### src/rtl/core/dhct_pkg.sv
// Shared types, constants and helpers of the double-hash count table.
package dhct_pkg;

  localparam int TABLE_DEPTH = 4096;
  localparam int SLOT_W = $clog2(TABLE_DEPTH);
  localparam int SIZE_W = SLOT_W + 1;
  localparam int ID_CHARS = 22;
  localparam int IDX_W = $clog2(ID_CHARS + 1);
  localparam int KEY_W = 176;
  localparam int SCORE_W = 7;
  localparam int COUNT_W = 32;
  localparam int RED_W = 38;
  localparam int QUEUE_DEPTH = 2;
  localparam int QPTR_W = $clog2(QUEUE_DEPTH);

  localparam logic [RED_W-1:0] HASH_MOD = RED_W'(64'd1000000009);
  localparam logic [5:0] HASH_BASE = 6'd52;
  localparam logic [31:0] GOLDEN_Q32 = 32'd2654435769;
  localparam logic signed [8:0] CHAR_BIAS = 9'sd96;
  localparam logic [SIZE_W-1:0] SIZE_MIN = SIZE_W'(3);
  localparam logic [SIZE_W-1:0] SIZE_MAX = SIZE_W'(TABLE_DEPTH);
  localparam logic [SIZE_W-1:0] SIZE_RESET = SIZE_W'(TABLE_DEPTH);

  typedef enum logic [1:0] {
    ST_DONE      = 2'd0,
    ST_NOT_FOUND = 2'd1,
    ST_FULL      = 2'd2
  } status_t;

  typedef enum logic [2:0] {
    F_IDLE,
    F_CHAR,
    F_SUM,
    F_RED,
    F_FRAC,
    F_PROBE,
    F_PUSH
  } front_state_t;

  typedef enum logic [2:0] {
    B_CLEAR,
    B_IDLE,
    B_ISSUE,
    B_CHECK
  } back_state_t;

  typedef struct packed {
    logic                  is_find;
    logic [KEY_W-1:0]      key;
    logic [KEY_W-1:0]      item;
    logic [SCORE_W-1:0]    score;
    logic [COUNT_W-1:0]    start_count;
    logic [SLOT_W-1:0]     h1;
    logic [SLOT_W-1:0]     h2;
  } job_t;

  typedef struct packed {
    logic [KEY_W-1:0]      key;
    logic [COUNT_W-1:0]    count;
    logic [KEY_W-1:0]      best;
    logic [SCORE_W-1:0]    score;
  } rec_t;

  function automatic logic [SIZE_W-1:0] eff_size(input logic [SIZE_W-1:0] s);
    logic [SIZE_W-1:0] r;
    r = s;
    if (s < SIZE_MIN) r = SIZE_MIN;
    if (s > SIZE_MAX) r = SIZE_MAX;
    return r;
  endfunction

  function automatic logic [RED_W-1:0] red_step(input logic [RED_W-1:0] x,
                                                input int unsigned k);
    logic [RED_W-1:0] m;
    m = HASH_MOD << k;
    return (x >= m) ? x - m : x;
  endfunction

endpackage

### src/rtl/core/dhct_if.sv
// Request and response channel interfaces of the double-hash count table.
interface dhct_in_if;
  logic        valid;
  logic        ready;
  logic        kind;
  logic [63:0] key_word_a;
  logic [63:0] key_word_b;
  logic [47:0] key_word_c;
  logic [63:0] item_word_a;
  logic [63:0] item_word_b;
  logic [47:0] item_word_c;
  logic [6:0]  item_score;
  logic [31:0] start_count;

  modport source (output valid, kind, key_word_a, key_word_b, key_word_c, item_word_a,
                  item_word_b, item_word_c, item_score, start_count, input ready);
  modport sink (input valid, kind, key_word_a, key_word_b, key_word_c, item_word_a,
                item_word_b, item_word_c, item_score, start_count, output ready);
endinterface


### src/rtl/core/dhct_front.sv
// Front end: accepts a request, hashes the key and derives the probe start and step.
module dhct_front (
  input  logic                  clk,
  input  logic                  rst,
  input  logic [dhct_pkg::SIZE_W-1:0] size,
  dhct_in_if.sink               req,
  output logic                  push_valid,
  input  logic                  push_ready,
  output dhct_pkg::job_t        push_data
);
  import dhct_pkg::*;

  front_state_t state, state_next;
  job_t job;
  logic [IDX_W-1:0] ch_idx;
  logic signed [30:0] h;
  logic [29:0] pw;
  logic signed [38:0] prod;
  logic [RED_W-1:0] pwp;
  logic [RED_W-1:0] red;
  logic neg;
  logic [1:0] step;
  logic [31:0] frac;

  logic [KEY_W-1:0] raw_key, norm_key;
  logic [7:0] key_bytes [ID_CHARS];
  logic [7:0] ch;
  logic key_end;
  logic alive;
  logic signed [8:0] ch_s;
  logic signed [30:0] pw_s;
  logic signed [39:0] prod_full;
  logic signed [39:0] sum;
  logic [39:0] sum_mag;
  logic [RED_W-1:0] red_a, red_b, pwp_a, pwp_b;
  logic [29:0] kmag;
  logic [61:0] kprod;
  logic [44:0] h1_full, h2_full;
  logic load, take_char;

  assign raw_key = {req.key_word_c, req.key_word_b, req.key_word_a};

  always_comb begin
    alive = 1'b1;
    norm_key = '0;
    for (int j = 0; j < ID_CHARS; j++) begin
      alive = alive & (raw_key[8*j +: 8] != 8'd0);
      if (alive) norm_key[8*j +: 8] = raw_key[8*j +: 8];
    end
  end

  always_comb begin
    for (int j = 0; j < ID_CHARS; j++) key_bytes[j] = job.key[8*j +: 8];
  end

  assign ch = (ch_idx < IDX_W'(ID_CHARS)) ? key_bytes[ch_idx] : 8'd0;
  assign key_end = (ch_idx == IDX_W'(ID_CHARS)) || (ch == 8'd0);
  assign ch_s = $signed({1'b0, ch}) - CHAR_BIAS;
  assign pw_s = $signed({1'b0, pw});
  assign prod_full = 40'(ch_s) * 40'(pw_s);
  assign sum = 40'(h) + 40'(prod);
  assign sum_mag = sum[39] ? 40'(-sum) : 40'(sum);
  assign red_a = red_step(red, 32'(7 - 2 * int'(step)));
  assign red_b = red_step(red_a, 32'(6 - 2 * int'(step)));
  assign pwp_a = red_step(pwp, 32'(7 - 2 * int'(step)));
  assign pwp_b = red_step(pwp_a, 32'(6 - 2 * int'(step)));
  assign kmag = h[30] ? 30'(-h) : 30'(h);
  assign kprod = 62'(kmag) * 62'(GOLDEN_Q32);
  assign h1_full = 45'(size) * 45'(frac);
  assign h2_full = 45'(size - SIZE_W'(2)) * 45'(frac);

  always_comb begin
    state_next = state;
    unique case (state)
      F_IDLE:  if (req.valid) state_next = F_CHAR;
      F_CHAR:  state_next = key_end ? F_FRAC : F_SUM;
      F_SUM:   state_next = F_RED;
      F_RED:   if (step == 2'd3) state_next = F_CHAR;
      F_FRAC:  state_next = F_PROBE;
      F_PROBE: state_next = F_PUSH;
      F_PUSH:  if (push_ready) state_next = F_IDLE;
      default: state_next = F_IDLE;
    endcase
  end

  always_comb begin
    req.ready = (state == F_IDLE);
    push_valid = (state == F_PUSH);
    load = (state == F_IDLE) && req.valid;
    take_char = (state == F_CHAR) && !key_end;
  end

  assign push_data = job;

  always_ff @(posedge clk) begin
    if (rst) state <= F_IDLE;
    else state <= state_next;
  end

  always_ff @(posedge clk) begin
    if (load) begin
      job.is_find <= req.kind;
      job.key <= norm_key;
      job.item <= {req.item_word_c, req.item_word_b, req.item_word_a};
      job.score <= req.item_score;
      job.start_count <= req.start_count;
      ch_idx <= '0;
      h <= '0;
      pw <= 30'd1;
    end
    if (take_char) begin
      prod <= prod_full[38:0];
      pwp <= RED_W'(pw) * RED_W'(HASH_BASE);
    end
    if (state == F_SUM) begin
      neg <= sum[39];
      red <= sum_mag[RED_W-1:0];
      step <= '0;
    end
    if (state == F_RED) begin
      red <= red_b;
      pwp <= pwp_b;
      step <= step + 2'd1;
      if (step == 2'd3) begin
        h <= neg ? -$signed({1'b0, red_b[29:0]}) : $signed({1'b0, red_b[29:0]});
        pw <= pwp_b[29:0];
        ch_idx <= ch_idx + IDX_W'(1);
      end
    end
    if (state == F_FRAC) frac <= kprod[31:0];
    if (state == F_PROBE) begin
      job.h1 <= h1_full[32 +: SLOT_W];
      job.h2 <= h2_full[32 +: SLOT_W];
    end
  end

endmodule

### src/flat_wrapper.sv
// flat-port wrapper written by rule: the top's interface ports become plain ports
module dhct_front_flat import dhct_pkg::*;
  (clk, rst, size, push_valid, push_ready, push_data, req_valid, req_kind, req_key_word_a, req_key_word_b, req_key_word_c, req_item_word_a, req_item_word_b, req_item_word_c, req_item_score, req_start_count, req_ready);
  dhct_in_if req_i ();
  input  logic clk;
  input  logic rst;
  input  logic [dhct_pkg::SIZE_W-1:0] size;
  output logic push_valid;
  input  logic push_ready;
  output dhct_pkg::job_t push_data;
  input wire logic [$bits(req_i.valid)-1:0] req_valid;
  input wire logic [$bits(req_i.kind)-1:0] req_kind;
  input wire logic [$bits(req_i.key_word_a)-1:0] req_key_word_a;
  input wire logic [$bits(req_i.key_word_b)-1:0] req_key_word_b;
  input wire logic [$bits(req_i.key_word_c)-1:0] req_key_word_c;
  input wire logic [$bits(req_i.item_word_a)-1:0] req_item_word_a;
  input wire logic [$bits(req_i.item_word_b)-1:0] req_item_word_b;
  input wire logic [$bits(req_i.item_word_c)-1:0] req_item_word_c;
  input wire logic [$bits(req_i.item_score)-1:0] req_item_score;
  input wire logic [$bits(req_i.start_count)-1:0] req_start_count;
  output wire logic [$bits(req_i.ready)-1:0] req_ready;
  assign req_i.valid = req_valid;
  assign req_i.kind = req_kind;
  assign req_i.key_word_a = req_key_word_a;
  assign req_i.key_word_b = req_key_word_b;
  assign req_i.key_word_c = req_key_word_c;
  assign req_i.item_word_a = req_item_word_a;
  assign req_i.item_word_b = req_item_word_b;
  assign req_i.item_word_c = req_item_word_c;
  assign req_i.item_score = req_item_score;
  assign req_i.start_count = req_start_count;
  assign req_ready = req_i.ready;
  dhct_front u_core (.clk(clk), .rst(rst), .size(size), .req(req_i), .push_valid(push_valid), .push_ready(push_ready), .push_data(push_data));
endmodule
### config.mk
export PLATFORM = sky130hd
export DESIGN_NAME = dhct_front_flat
export DESIGN_NICKNAME = d
export VERILOG_FILES = /design/src/rtl/core/dhct_pkg.sv /design/src/rtl/core/dhct_if.sv /design/src/rtl/core/dhct_front.sv /design/src/flat_wrapper.sv
export SDC_FILE = /design/constraint.sdc
export NUM_CORES = 2
export LEC_CHECK = 0
export ABC_AREA = 1
export ABC_CLOCK_PERIOD_IN_PS = 44700
export BUFFER_PORTS_ARGS = -buffer_cell sky130_fd_sc_hd__buf_2
export CORE_AREA = 2 2 492 445
export CTS_BUF_LIST = sky130_fd_sc_hd__clkbuf_8 sky130_fd_sc_hd__clkbuf_16
export DETAILED_ROUTE_END_ITERATION = 8
export DIE_AREA = 0 0 494 447
export MAX_ROUTING_LAYER = met4
export SYNTH_ARGS = -nofsm -noshare
export SYNTH_HDL_FRONTEND = slang
export SYNTH_SLANG_ARGS = --single-unit
### constraint.sdc
create_clock -name clk -period 44.7 [get_ports clk]
set_clock_uncertainty 0.15 [all_clocks]
set_input_delay 4.47 -clock clk [delete_from_list [all_inputs] [get_ports clk]]
set_output_delay 4.47 -clock clk [all_outputs]
set_load 0.03 [all_outputs]
==> metrics.md <==
| Metric | Value |
|---|---|
| Synthesis-stage register bit count | 635 |
| Grt peak-use layer | met2 |
| Clock Power Share | 0.087 |
| Int Power | 3290 uW |
| Gate power share | 0.775 |
| Final hold vios | 0 |
| Critical Path Start Type | input port |
| First drt pass iteration count | 7 |
| Crit Path Max Fanout | 52 |
| Clock tree sinks | ~640 |
| Worst reg-to-reg setup slack | 33,430 ps |
| Vias per cell | 5.20 |
| Worst Path Buf+Inv | 11 |
| Crit-path slowest cell | inv_1 |
| Mapped Area | 85,800 um^2 |
| Outcome | finished, final reports clean |
| Pins Over Slew Limit | 0 |
| IO Count | about 830 |
| Clk_lat worst skew | 750 ps |
| Synth Flop Type | edfxtp_1 |
| GR Util met2 | 0.416 |
| Net Sw Frac | 0.582 |
| Nets@finish | 13,100 |
| Vias in the first global route | 72,500 |
| CP most frequent cell | inv_1 |
| PwrDens | 82.2 nW/um^2 |
| Total Power | 7880 uW |
| First-pass GRT wire length | 450 mm |
| Reg-to-reg endpoint | u_core.prod[37]$_DFFE_PP_ |
| Relative slew margins | 0.162 |
| Hold WC Path Type | reg2reg |
| Core area | 216,000 um^2 |
| Setup TNS | 0 ps |
| Clock slew at reported path FFs | 50 ps |
| GPL Wtd Cong | 1.05 |
| Post-CTS Setup Repair Bufs | 0 |
| Distinct cell type count after synthesis | 67 |
| Fillers | 21,400 |
| Switching Power | about 4600 uW |
| IR drop worst, VDD | around 0.069 mV |
| Critical Path Sink | u_core.push_data[9]$_DFFE_PN_ |
| Ys async rst share | 0 |
| Worst Tran Pin Value | ~1300 ps |
| Syn Area/Cell | 8.57 um^2 |
| Maximum clock path buffer count | 3 |
| Initial Util | 0.398 |
| Final min period | between 10,000 and 15,000 ps |
| Die Y | 447 um |
| Period utilisation layout | 0.319 |
| Worst r2r src | u_core.ch_idx[0]$_DFF_P_ |
| GR Overflow Total | 0 |
| Port bufs | 826 |
| Crit end category | flip-flop |
| Met3 GRT Util | 0.0463 |
| WL/cell | roughly 22 um |
| Seq pwr share | 0.138 |
| Rows | 162 |
| Final setup fails | 0 |
| RSZ-0062 raised after global routing | false |
| Synthesis Warnings | 0 |
| Hpwl dp | 249 mm |
| Antenna violations before repair | between 40 and 50 |
| Leak pwr | 0.0486 uW |
| Die width | about 500 um |
| Drt first-iter violations | 6,800 |
| Area growth syn-to-layout | 11.8% |
| Full die area | 221,000 um^2 |
| Hold Buf Count CTS | 0 |
| CTS tree | yes |
| Cell count after synthesis | approximately 10,000 |
| Final core occ | 0.445 |
| Sequential-to-total area share from yosys stat | 0.214 |
| Share of layout cells above drive strength 1 | 0.109 |
| CP Launch Point | size[1] |
| Max Cap Viol | 0 |
| Critical Path RT | approximately 45,000 ps |
| Final WL | 297 mm |
| CP peak stage delay | around 800 ps |
| Post-synth EDFFs | between 500 and 600 |
| CTS H-tree lvls | 3 |
| Gr usage total | 0.277 |
| Resized cells post-CTS | 0 |
| Most frequent cells in the layout | inv_1, nand2_1, fa_1 |
| Critical path depth | 41 |
| DRC | 0 |
| Commonest non-fill, non-tap cell in the layout | inv_1 |
| Worst-case reg-to-reg path depth | 41 |
| Worst hold slack | between 400 and 500 ps |
| M1 GR Usage | 0.387 |
| Root Driver | clkbuf_16 |
| Synth Net Count | 12,400 |
| WP data arrival | around 15,000 ps |
| Crit path max-delay family | adder cells |
| Largest net degree at the start of global routing | roughly 150 |
| Max frequency | 70.1 MHz |
| Final ANT Viol Nets | 0 |
| Via count | 71,200 |
| Setup CP Type | in2reg |
| Num CTS Buffers | 83 |
state kept, by name, summed over array words and instances, names as in the netlist:
register	cells
u_core.neg	1
u_core.step	2
u_core.state	3
u_core.h	31
u_core.pw	30
u_core.frac	32
u_core.push_data	416
u_core.prod	39
u_core.red	38
u_core.pwp	38
u_core.ch_idx	5
worst min path at each step:
stage | startpoint | end | slack (ps) | cells past startpoint
floorplan | u_core.h[29]$_DFF_P_ | u_core.h[29]$_DFF_P_ | 310 | 2
CTS | u_core.h[5]$_DFF_P_ | u_core.h[5]$_DFF_P_ | 420 | 2
finish | u_core.h[17]$_DFF_P_ | u_core.h[17]$_DFF_P_ | 420 | 2
global route | u_core.h[29]$_DFF_P_ | u_core.h[29]$_DFF_P_ | 430 | 2
global placement | u_core.h[11]$_DFF_P_ | u_core.h[11]$_DFF_P_ | 410 | 2
detailed placement | u_core.h[5]$_DFF_P_ | u_core.h[5]$_DFF_P_ | 410 | 2
per-stage QoR:
step	instance area, um^2	setup WS (ps)	std cells
final	95900	30440	13700
after global routing	95900	29730	13700
after CTS	95800	30780	13700
after detailed placement	93000	30040	13500
after global placement	93000	30000	13500
after floorplan	85800	22350	10000
Yosys cell counts (all sizes together), types with 8 or more instances:
cell    number  area share
edfxtp     566        0.20
o31ai       10     0.00088
nand2     2003       0.089
a21oi      402       0.024
o211ai      31      0.0027
xor2       254       0.026
nand3b      16      0.0014
o21a        19      0.0017
a31oi       25      0.0018
clkinv      16     0.00070
o221ai      12      0.0012
or2         28      0.0020
nor2       985       0.044
buf         49      0.0034
xnor2      124       0.013
nand3      214       0.013
nor4        54      0.0039
a211oi      12      0.0011
ha         720        0.11
a21o        22      0.0019
o22ai       58      0.0042
inv       2182       0.095
fa        1282        0.30
dfxtp       69       0.016
nor3        54      0.0032
clkbuf     231       0.010
o21bai      21      0.0022
o21ai      448       0.027
nand4       57      0.0044
a221oi       8     0.00082
routing by layer:
layer	up-vias	routed length, um
met5	-	0
li1	32400	-
met3	486	24900
met2	2975	131000
met1	35400	131000
met4	0	9650
cell families (layout without fill, tap and decap cells):
group,after synthesis,in the layout,share of synthesized area
adder cells (fa/ha/maj),2002,2002,0.404
buffers and inverters,2478,3263,0.110
flip-flops,635,635,0.214
multiplexers,2,2,0.000233
AO/OA/AOI/OAI,1092,1092,0.0716
AND/OR/NAND/NOR,3419,3419,0.161
XOR/XNOR,378,378,0.0386
other,0,31,0
power by group through the flow:
stage	logic, uW	clock network, uW	registers (uW)
floorplan	4030	0	1270
global placement	5970	0	1090
detailed placement	6000	0	1090
CTS	6050	704	1080
global route	6820	723	1100
finish	6110	686	1090
cell type report:
cell class | instances | area, um^2 | area share
Timing Repair Buffer | 912 | 4790 | 0.0500
Clock buffer | 86 | 2120 | 0.0221
Multi-Input combinational cell | 6893 | 58000 | 0.605
Sequential cell | 635 | 18400 | 0.192
Antenna cell | 31 | 77.6 | 0.000809
Clock inverter | 67 | 648 | 0.00676
Inverter | 2198 | 8250 | 0.0860
Tap cell | 2870 | 3590 | 0.0374
worst reg2reg max path, delay by kind of cell, from the launching register on:
family	cells	cell delay, ps
XOR/XNOR	1	130
flip-flops	1	490
buffers and inverters	8	2730
AND/OR/NAND/NOR	14	2080
adder cells (fa/ha/maj)	7	2990
AO/OA/AOI/OAI	11	2430
Note: power is estimated with default switching activity, not from simulation.
