--- src/rtl/core/dhct_pkg.sv ---
// Shared types, constants and helpers of the double-hash count table.
package dhct_pkg;

  localparam int TABLE_DEPTH = 4096;
  localparam int SLOT_W = $clog2(TABLE_DEPTH);
  localparam int SIZE_W = SLOT_W + 1;
  localparam int ID_CHARS = 22;
  localparam int IDX_W = $clog2(ID_CHARS + 1);
  localparam int KEY_W = 176;
  localparam int SCORE_W = 7;
  localparam int COUNT_W = 32;
  localparam int RED_W = 38;
  localparam int QUEUE_DEPTH = 2;
  localparam int QPTR_W = $clog2(QUEUE_DEPTH);

  localparam logic [RED_W-1:0] HASH_MOD = RED_W'(64'd1000000009);
  localparam logic [5:0] HASH_BASE = 6'd52;
  localparam logic [31:0] GOLDEN_Q32 = 32'd2654435769;
  localparam logic signed [8:0] CHAR_BIAS = 9'sd96;
  localparam logic [SIZE_W-1:0] SIZE_MIN = SIZE_W'(3);
  localparam logic [SIZE_W-1:0] SIZE_MAX = SIZE_W'(TABLE_DEPTH);
  localparam logic [SIZE_W-1:0] SIZE_RESET = SIZE_W'(TABLE_DEPTH);

  typedef enum logic [1:0] {
    ST_DONE      = 2'd0,
    ST_NOT_FOUND = 2'd1,
    ST_FULL      = 2'd2
  } status_t;

  typedef enum logic [2:0] {
    F_IDLE,
    F_CHAR,
    F_SUM,
    F_RED,
    F_FRAC,
    F_PROBE,
    F_PUSH
  } front_state_t;

  typedef enum logic [2:0] {
    B_CLEAR,
    B_IDLE,
    B_ISSUE,
    B_CHECK
  } back_state_t;

  typedef struct packed {
    logic                  is_find;
    logic [KEY_W-1:0]      key;
    logic [KEY_W-1:0]      item;
    logic [SCORE_W-1:0]    score;
    logic [COUNT_W-1:0]    start_count;
    logic [SLOT_W-1:0]     h1;
    logic [SLOT_W-1:0]     h2;
  } job_t;

  typedef struct packed {
    logic [KEY_W-1:0]      key;
    logic [COUNT_W-1:0]    count;
    logic [KEY_W-1:0]      best;
    logic [SCORE_W-1:0]    score;
  } rec_t;

  function automatic logic [SIZE_W-1:0] eff_size(input logic [SIZE_W-1:0] s);
    logic [SIZE_W-1:0] r;
    r = s;
    if (s < SIZE_MIN) r = SIZE_MIN;
    if (s > SIZE_MAX) r = SIZE_MAX;
    return r;
  endfunction

  function automatic logic [RED_W-1:0] red_step(input logic [RED_W-1:0] x,
                                                input int unsigned k);
    logic [RED_W-1:0] m;
    m = HASH_MOD << k;
    return (x >= m) ? x - m : x;
  endfunction

endpackage

--- src/rtl/core/dhct_queue.sv ---
// Two-entry job queue between the hashing front end and the probing back end.
module dhct_queue (
  input  logic           clk,
  input  logic           rst,
  input  logic           push_valid,
  output logic           push_ready,
  input  dhct_pkg::job_t push_data,
  output logic           pop_valid,
  input  logic           pop_ready,
  output dhct_pkg::job_t pop_data
);
  import dhct_pkg::*;

  job_t entries [QUEUE_DEPTH];
  logic [QPTR_W-1:0] wr_ptr, rd_ptr;
  logic [QPTR_W:0] fill;
  logic do_push, do_pop;

  assign push_ready = (fill != (QPTR_W+1)'(QUEUE_DEPTH));
  assign pop_valid = (fill != '0);
  assign pop_data = entries[rd_ptr];
  assign do_push = push_valid && push_ready;
  assign do_pop = pop_valid && pop_ready;

  always_ff @(posedge clk) begin
    if (rst) begin
      wr_ptr <= '0;
      rd_ptr <= '0;
      fill <= '0;
    end else begin
      if (do_push) wr_ptr <= wr_ptr + QPTR_W'(1);
      if (do_pop) rd_ptr <= rd_ptr + QPTR_W'(1);
      fill <= fill + (QPTR_W+1)'(do_push) - (QPTR_W+1)'(do_pop);
    end
  end

  always_ff @(posedge clk) begin
    if (do_push) entries[wr_ptr] <= push_data;
  end

endmodule

--- config.mk ---
export PLATFORM = sky130hd
export DESIGN_NAME = dhct_queue
export DESIGN_NICKNAME = d
export VERILOG_FILES = /design/src/rtl/core/dhct_pkg.sv /design/src/rtl/core/dhct_queue.sv
export SDC_FILE = /design/constraint.sdc
export NUM_CORES = 1
export LEC_CHECK = 0
export BUFFER_PORTS_ARGS = -buffer_cell sky130_fd_sc_hd__buf_2
export CAP_MARGIN = 20
export CORE_AREA = 3 3 328 330
export DETAILED_ROUTE_END_ITERATION = 7
export DIE_AREA = 0 0 331 333
export PLACE_DENSITY = 0.59
export REMOVE_ABC_BUFFERS = 1
export SETUP_SLACK_MARGIN = 0.02
export SLEW_MARGIN = 20
export SYNTH_ARGS = -nofsm -noshare
export SYNTH_HDL_FRONTEND = slang
export SYNTH_SLANG_ARGS = --single-unit
--- constraint.sdc ---
create_clock -name clk -period 11.08 [get_ports clk]
set_input_delay 0.554 -clock clk [delete_from_list [all_inputs] [get_ports clk]]
set_output_delay 0.554 -clock clk [all_outputs]
set_load 0.005 [all_outputs]
==> results.sh, run 1 <==
export IMPL_worstPathCellList="buf_16, buf_4, buf_12, mux2_2, buf_2"
export IMPL_final_cell_mix="837 x buf_2, 832 x edfxtp_1, 200 x mux2_4"
export IMPL_fp_dieH_um=333
export IMPL_final_area_um2=39600
export IMPL_postCtsHoldBufs=0
export IMPL_cts_tree="done"
export IMPL_r2r_start="fill[0]"
export IMPL_synth_edf_count=832
export IMPL_dpl_hpwl_um=50800
export IMPL_max_slew_margin_pct=14.3
export IMPL_ys_ff_latch=837
export IMPL_synth_area_um2=31100
export IMPL_syn_avg_cell_area_um2=23.5
export IMPL_clock_latency_ns=0.64
export IMPL_hold_start="push_data[383]"
export IMPL_yosysWarnings=0
export IMPL_finalWirelength_um=73700
export IMPL_clockRootBuffer="clkbuf_16"
export IMPL_fin_skew_ns=0.0172
export IMPL_grt_pass1_wl_um=105000
export IMPL_dieArea_um2=110000
export IMPL_nNetsFinal=2638
export IMPL_ys_async_sr_fraction_pct=0
export IMPL_routedWlPerCell_um=19.9
export IMPL_hold_class="in2reg"
export IMPL_critPathArrivalTime_ns=3.73
export IMPL_final_common_cell="buf_2"
export IMPL_critPathSlowestCell="buf_4"
export IMPL_ios=838
export IMPL_critical_path_max_stage_delay_ns=0.63
export IMPL_via_per_inst=4.26
export IMPL_post_dp_cell_area_um2=36800
export IMPL_synth_flop_cell="edfxtp_1"
export IMPL_ir_drop_uv=139
export IMPL_drtIter0Drc=887
export IMPL_seq_area_frac_synth_pct=80.5
export IMPL_cts_setup_buffers=0
export IMPL_fin_hold_ws_ns=0.103
export IMPL_crit_path_end_kind="primary output"
export IMPL_drive_gt1_share_pct=59.1
export IMPL_max_freq_mhz=233
export IMPL_grt_pass1_vias=16861
export IMPL_path_max_fanout=135
export IMPL_dp_cells=3514
export IMPL_grt_usage_pct=12.7
export IMPL_cp_data_required_time_ns=10.53
export IMPL_post_place_ws_ns=7.21
export IMPL_crit_type="reg2out"
export IMPL_p_leak_nw=14.8
export IMPL_start_util_pct=29.6
export IMPL_drv_slew=0
export IMPL_fin_crit_ns=4.28
export IMPL_setup_ws_ns=6.80
export IMPL_p_total_mw=8.42
export IMPL_drv_cap=0
export IMPL_cts_path_max_buffers=3
export IMPL_r2r_cells=4
export IMPL_cts_htree_levels=3
export IMPL_netlist_instances=1323
export IMPL_finalWeightedCongestion=0.790
export IMPL_tightest_slew_ns=1.29
export IMPL_crit_path_end="pop_data[137]"
export IMPL_synthToLayoutAreaGrowth_pct=27.3
export IMPL_rrSetupSlack_ns=7.42
export IMPL_fillCellCount=9749
export IMPL_cts_made_buffers=91
export IMPL_grt_start_max_net_pins=157
export IMPL_finalSetupViolations=0
export IMPL_p_per_area_nw_per_um2=212
export IMPL_worst_r2r_endpoint="entries[1][235]"
export IMPL_drc=0
export IMPL_rows=119
export IMPL_numClockSinks=837
export IMPL_path_clk_slew_ns=0.06
export IMPL_numPortBuffers=837
export IMPL_start_kind="flop"
export IMPL_ant_nets=0
export IMPL_period_share_pct=38.7
export IMPL_overflow=0
export IMPL_dr_pass1_iters=4
export IMPL_status="complete, no violations"
export IMPL_hold_viol=0
export IMPL_coreArea_um2=105000
export IMPL_ys_types=24
export IMPL_antenna_found_initial=36
export IMPL_rsz0062_at_grt="no"
export IMPL_vias=15745
export IMPL_post_cts_resized=0
export IMPL_fin_tns_setup_ns=0
export IMPL_finalNonFillerCells=3700
export IMPL_die_x_um=331
export IMPL_fin_util_pct=37.7
[worst max-delay path: cells and delay by family, from the launching register on]
kind	cells	cell delay [ns]
buf+inv	4	1.72
flops	1	0.60
mux	1	0.42
[cells by family (layout without fill, tap and decap cells)]
logic type      count (synthesis)  after routing  synth area share [%]
mux                           417            417                  17.5
compound gates                  7              7                 0.165
other cells                     0             23                     0
xor+xnor                        1              1                0.0281
buf+inv                        47           1010                  1.51
flops                         837            837                  80.5
fa+ha+maj                       1              1                0.0402
simple gates                   13             13                 0.221
[cell type report]
class / count / area [um2] / share of cell area [%]
Antenna cell: 23 / 57.6 / 0.145
Multi-Input combinational cell: 439 / 5590 / 14.1
Clock inverter: 48 / 405 / 1.02
Inverter: 1 / 11.3 / 0.0284
Tap cell: 1391 / 1740 / 4.39
Sequential cell: 837 / 25100 / 63.3
Timing Repair Buffer: 847 / 4360 / 11.0
Clock buffer: 114 / 2380 / 6.02
[worst min path at each step]
stage                     cells after the start         endpoint  slack (ns)
final                                         1  entries[1][383]        0.10
after global routing                          1  entries[0][132]        0.04
after CTS                                     1  entries[1][220]        0.01
after detailed placement                      2             flop        0.49
after global placement                        2             flop        0.49
after floorplan                               2             flop        0.47
[registers in the layout, summed over array words and instances (netlist names), named ones only]
name     cells
fill         2
rd_ptr       1
wr_ptr       1
entries    832
[cells in the mapped netlist, types with 2 or more instances]
master	count	area share [%]
buf_2	8	0.13
dfxtp_1	5	0.32
mux2_2	177	6.4
mux2_1	40	1.4
buf_6	18	0.65
o21ai_0	2	0.032
mux2_4	200	9.6
nor2b_1	3	0.060
buf_4	10	0.24
buf_8	10	0.48
nor2_1	5	0.060
a21bo_2	2	0.064
edfxtp_1	832	80
[power breakdown]
group | leakage (nW) | total [mW] | internal, mW | switching, mW
Sequential | 7.83 | 3.94 | 3.86 | 0.0801
Clock | 1.36 | 2.82 | 1.64 | 1.18
Combinational | 5.66 | 1.66 | 0.854 | 0.810
[per-layer routing]
layer	routed length (um)	GRT usage, %	part of all wire, %	up-vias
li1	-	-	-	7133
met1	25500	13.1	35	7804
met2	38200	22.8	52	640
met3	7840	5.55	11	156
met4	2100	4.33	2.8	12
met5	76	0	0.10	-
Power figures use the tool's default switching activity.
==> run 2, diff against run 1 <==
==> constraint.sdc (replaced) <==
create_clock -name clk -period 3.6 [get_ports clk]
set_input_delay 0.18 -clock clk [delete_from_list [all_inputs] [get_ports clk]]
set_output_delay 0.18 -clock clk [all_outputs]
set_load 0.005 [all_outputs]
==> run 2 against run 1 <==
Net effect:
- worst hold slack better by 0.16 ns
- critical path depth down 1
- total power rose to 3.1 times the previous value
- global-route usage up 0.79 points
- first-iteration DRC count down 5.5%
- critical path type unchanged
- highest routed layer unchanged
==> results.sh, run 2 (synthesis gave the netlist of run 1 again) <==
export IMPL_status="complete, no violations"
export IMPL_drv_slew=0
export IMPL_clockRootBuffer="clkbuf_16"
export IMPL_cp_common_cell="buf_12"
export IMPL_coreArea_um2=105000
export IMPL_die_x_um=331
export IMPL_hold_class="in2reg"
export IMPL_path_max_fanout=35
export IMPL_drtIter0Drc=838
export IMPL_cts_tree="done"
export IMPL_final_common_cell="buf_2"
export IMPL_fin_crit_ns=2.69
export IMPL_crit_type="reg2out"
export IMPL_grt_pass1_wl_um=113000
export IMPL_finalSetupViolations=0
export IMPL_final_area_um2=44200
export IMPL_drv_cap=0
export IMPL_numClockSinks=837
export IMPL_largestRegisters="entries x832, fill x2"
export IMPL_drc=0
export IMPL_fp_dieH_um=333
export IMPL_cts_htree_levels=3
export IMPL_combPwrFrac_pct=21.9
export IMPL_p_total_mw=26.4
export IMPL_final_cell_mix="837 x buf_2, 832 x edfxtp_1, 420 x dlygate4sd3_1"
export IMPL_worstPathCellList="buf_12, buf_12, mux2_2, buf_2"
export IMPL_sw_frac_of_total_pct=24.7
export IMPL_hold_depth=2
export IMPL_regMostFlops="entries"
export IMPL_path_buf_inv=3
export IMPL_start_util_pct=29.6
export IMPL_r2r_cells=4
export IMPL_postCtsHoldBufs=420
export IMPL_post_dp_cell_area_um2=37300
export IMPL_drive_gt1_share_pct=50.7
export IMPL_p_leak_nw=16.8
export IMPL_post_cts_resized=0
export IMPL_cts_setup_buffers=0
export IMPL_numPortBuffers=837
export IMPL_finalNonFillerCells=4145
export IMPL_synthToLayoutAreaGrowth_pct=42.0
export IMPL_via_per_inst=4.23
export IMPL_rows=119
export IMPL_finalWirelength_um=78000
export IMPL_largest_reg_flops=832
export IMPL_cp_depth=4
export IMPL_p_int_mw=19.8
export IMPL_p_per_area_nw_per_um2=596
export IMPL_pwr_share_clk_pct=32.3
export IMPL_max_freq_mhz=372
export IMPL_dr_pass1_iters=5
export IMPL_fin_hold_ws_ns=0.265
export IMPL_critical_path_max_stage_delay_ns=0.64
export IMPL_ios=838
export IMPL_antenna_found_initial=14
export IMPL_period_share_pct=74.7
export IMPL_grt_usage_pct=13.5
export IMPL_dp_cells=3560
export IMPL_overflow=0
export IMPL_vias=17528
export IMPL_grt_pass1_vias=19001
export IMPL_cp_data_required_time_ns=3.42
export IMPL_clock_latency_ns=0.62
export IMPL_dpl_hpwl_um=55200
export IMPL_nNetsFinal=3099
export IMPL_critPathArrivalTime_ns=2.51
export IMPL_grt_start_max_net_pins=78
export IMPL_critPathSlowestCell="dfxtp_4"
export IMPL_fin_skew_ns=0.0174
export IMPL_ir_drop_uv=568
export IMPL_hold_viol=0
export IMPL_routedWlPerCell_um=18.8
export IMPL_switchingPower_mw=6.52
export IMPL_cts_made_buffers=87
export IMPL_path_clk_slew_ns=0.06
export IMPL_start_kind="flop"
export IMPL_cts_path_max_buffers=3
export IMPL_max_slew_margin_pct=49.7
export IMPL_ant_nets=0
export IMPL_crit_family="buffers and inverters"
export IMPL_dieArea_um2=110000
export IMPL_seq_power_share_pct=45.9
export IMPL_crit_path_end_kind="primary output"
export IMPL_tightest_slew_ns=0.754
export IMPL_finalWeightedCongestion=0.812
export IMPL_rsz0062_at_grt="no"
-- run 2: cell count changes in the layout (fill, tap and decap cells not counted), moves of 2 or more --
cell,before,now
buf_4,3,33
clkinv_8,3,1
dlygate4sd3_1,0,420
inv_6,2,4
buf_12,6,22
diode_2,23,10
-- run 2: worst reg2reg max path, stage by stage (launching register included) --
cell and delay (ns):
dfxtp_1 0.44, nand2b_1 0.21, nand3b_1 0.22, inv_8 0.55, buf_12 0.43
-- run 2: power groups by stage --
stage | clock, mW | combinational (mW) | sequential (mW)
floorplan | 0 | 2.70 | 12.9
global placement | 0 | 5.40 | 12.3
detailed placement | 0 | 5.45 | 12.3
CTS | 8.76 | 5.88 | 12.1
global route | 9.16 | 6.17 | 12.2
finish | 8.51 | 5.77 | 12.1
-- run 2: path summary, 6_finish.rpt --
path / slack, ns / end / from
setup / recovery: 0.91 / pop_data[54] / flop
hold / removal: 0.27 / entries[1][12] / push_data[12]
setup reg to reg: 1.38 / entries[0][71] / fill[0]
hold reg to reg: 0.51 / rd_ptr / rd_ptr
-- run 2: area by class of cell --
type	count	area (um2)
clock buffer	113	2380
multi-input combinational	439	5590
inverter	1	11.3
tap	1391	1740
antenna	10	25.0
fill	9327	60900
timing repair buffer	1312	9080
clock inverter	42	315
sequential	837	25100
-- run 2: layer usage --
layer	wire, um	GRT usage, %
met5	31	0
met4	2580	5.21
met2	40500	24.3
met1	28100	14.5
met3	6850	4.49
-- run 2: metrics by stage --
stage | setup WS, ns | util, % | setup TNS [ns]
final | 0.909 | 42.1 | 0
after global routing | 0.758 | 42.1 | 0
after CTS | 0.777 | 42.1 | 0
after detailed placement | 1.38 | 35.5 | 0
after global placement | 1.41 | 35.5 | 0
after floorplan | -10.18 | - | -9676.37
==> run 3, diff against run 2 <==
==> constraint.sdc (replaced) <==
create_clock -name clk -period 2.2 [get_ports clk]
set_input_delay 0.11 -clock clk [delete_from_list [all_inputs] [get_ports clk]]
set_output_delay 0.11 -clock clk [all_outputs]
set_load 0.005 [all_outputs]
==> run 3 against run 2 <==
Net effect:
- final cell count increased by 1.4%
- first-iteration DRC count increased by 12%
- largest cell class unchanged
- largest power group unchanged
- worst hold slack got worse by 0.15 ns
- register-to-register slack worse by 1.1 ns
- sequential share of layout area decreased by 2.6 points
- critical path type unchanged
==> results.sh, run 3 (synthesis gave the netlist of run 1 again) <==
export IMPL_status="complete, no violations"
export IMPL_largestRegisters="entries x832, fill x2"
export IMPL_finalWeightedCongestion=0.803
export IMPL_numClockSinks=837
export IMPL_grt_pass1_wl_um=119000
export IMPL_fin_skew_ns=0.0180
export IMPL_rrSetupSlack_ns=0.29
export IMPL_largest_reg_flops=832
export IMPL_fin_tns_setup_ns=0
export IMPL_p_total_mw=46.0
export IMPL_fillCellCount=9053
export IMPL_sw_frac_of_total_pct=25.4
export IMPL_cts_made_buffers=87
export IMPL_ant_nets=0
export IMPL_fin_crit_ns=2.18
export IMPL_dr_pass1_iters=4
export IMPL_dp_cells=3576
export IMPL_final_common_cell="edfxtp_1"
export IMPL_crit_path_end="pop_data[0]"
export IMPL_grt_start_max_net_pins=50
export IMPL_max_freq_mhz=459
export IMPL_combPwrFrac_pct=26.7
export IMPL_seq_power_share_pct=43.0
export IMPL_hold_depth=4
export IMPL_crit_family="buffers and inverters"
export IMPL_pwr_share_clk_pct=30.4
export IMPL_drtIter0Drc=935
export IMPL_final_cell_mix="832 x edfxtp_1, 732 x buf_2, 419 x dlygate4sd3_1"
export IMPL_finalWirelength_um=88200
export IMPL_r2r_cells=5
export IMPL_start_kind="flop"
export IMPL_crit_type="reg2out"
export IMPL_routedWlPerCell_um=21.0
export IMPL_drv_slew=0
export IMPL_rsz0062_at_grt="yes"
export IMPL_period_share_pct=99.0
export IMPL_drv_cap=0
export IMPL_grt_pass1_vias=19613
export IMPL_start_util_pct=29.6
export IMPL_via_per_inst=4.33
export IMPL_p_per_area_nw_per_um2=992
export IMPL_rows=119
export IMPL_dpl_hpwl_um=56900
export IMPL_ios=838
export IMPL_finalSetupViolations=0
export IMPL_hold_class="in2reg"
export IMPL_fp_dieH_um=333
export IMPL_path_buf_inv=4
export IMPL_dieArea_um2=110000
export IMPL_cts_path_max_buffers=3
export IMPL_synthToLayoutAreaGrowth_pct=48.8
export IMPL_cts_htree_levels=3
export IMPL_hold_viol=0
export IMPL_drive_gt1_share_pct=52.2
export IMPL_path_clk_slew_ns=0.06
export IMPL_fin_util_pct=44.1
export IMPL_crit_path_end_kind="primary output"
export IMPL_critPathSlowestCell="dfxtp_4"
export IMPL_die_x_um=331
export IMPL_clock_latency_ns=0.64
export IMPL_path_max_fanout=6
export IMPL_antenna_found_initial=12
export IMPL_cp_depth=5
export IMPL_numPortBuffers=837
export IMPL_ir_drop_uv=739
export IMPL_max_slew_margin_pct=71.1
export IMPL_setup_ws_ns=0.0227
export IMPL_critPathArrivalTime_ns=2.07
export IMPL_p_leak_nw=17.9
export IMPL_clockRootBuffer="clkbuf_16"
export IMPL_grt_usage_pct=14.2
export IMPL_critical_path_max_stage_delay_ns=0.40
export IMPL_switchingPower_mw=11.7
export IMPL_drc=0
export IMPL_p_int_mw=34.3
export IMPL_worst_r2r_endpoint="entries[0][286]"
export IMPL_vias=18210
export IMPL_cp_common_cell="clkbuf_16"
export IMPL_multiInputGateArea_um2=5920
export IMPL_tightest_slew_ns=0.433
export IMPL_overflow=0
export IMPL_cp_data_required_time_ns=2.09
export IMPL_worstPathCellList="buf_12, clkbuf_16, clkbuf_16, mux2_2, buf_2"
export IMPL_r2r_start="fill[0]"
export IMPL_post_place_ws_ns=0.328
export IMPL_nNetsFinal=3157
export IMPL_regMostFlops="entries"
export IMPL_cts_tree="done"
export IMPL_coreArea_um2=105000
export IMPL_finalNonFillerCells=4204
export IMPL_register_area_um2=25100
-- run 3: changes by cell type in the layout (fill, tap and decap cells not counted), moves of 3 or more --
| cell | previous run | this run |
|---|---|---|
| mux2_1 | 40 | 28 |
| clkbuf_1 | 21 | 24 |
| clkbuf_16 | 92 | 108 |
| buf_16 | 0 | 14 |
| buf_2 | 837 | 732 |
| mux2_2 | 177 | 103 |
| buf_4 | 33 | 37 |
| mux2_4 | 200 | 286 |
| buf_8 | 0 | 6 |
| buf_6 | 0 | 121 |
-- run 3: power by group through the flow --
stage          sequential (mW)  clock, mW  combinational (mW)
2_1_floorplan             20.5          0                3.02
3_3_place_gp              20.0          0                9.17
3_5_place_dp              20.1          0                9.28
4_1_cts                   19.7       14.4                10.4
5_1_grt                   19.9       15.1                13.0
6_report                  19.8       14.0                12.3
-- run 3: layer usage --
layer	vias up	global-route usage, %	share of wire (%)
met1	9153	15.4	36
met5	-	0	0.035
met4	4	4.77	3.0
met3	156	4.55	8.0
met2	743	26.0	53
li1	8154	-	-
-- run 3: per-stage QoR --
stage	hold WS, ns	cell area (um2)
4_1_cts	0.0303	44700
6_report	0.118	46300
3_5_place_dp	0.301	37500
3_3_place_gp	0.298	37500
5_1_grt	0.0728	46300
2_1_floorplan	0.179	30700
-- run 3: worst min-delay path, delay by kind of cell --
kind	cells	cell delay (ns)
AO/OA/AOI/OAI	2	0.23
buffers and inverters	1	0.16
multiplexers	1	0.22
-- run 3: timing repair --
item                                   in CTS  in global routing
setup endpoints to repair                 281                258
gates cloned                                5                 27
endpoints found under the hold margin     837                  0
setup buffers                               7                  6
hold buffers                              419                  0
gates resized for setup                    14                232
-- run 3: how the worst min path moves through the flow --
stage	end	startpoint
3_3_place_gp	entries[1][68]	push_data[68]
4_1_cts	fill[1]	push_valid
6_report	fill[1]	push_valid
3_5_place_dp	entries[0][133]	push_data[133]
5_1_grt	fill[1]	push_valid
2_1_floorplan	wr_ptr	rst
-- run 3: final cells by class --
class	count	area share, %
flip-flops and latches	837	54.1
clock buffers	115	5.11
diodes	8	0.0432
clock inverters	43	0.699
inverters	1	0.0243
multi-input cells	439	12.8
well taps	1391	3.76
repair buffers	1370	23.5
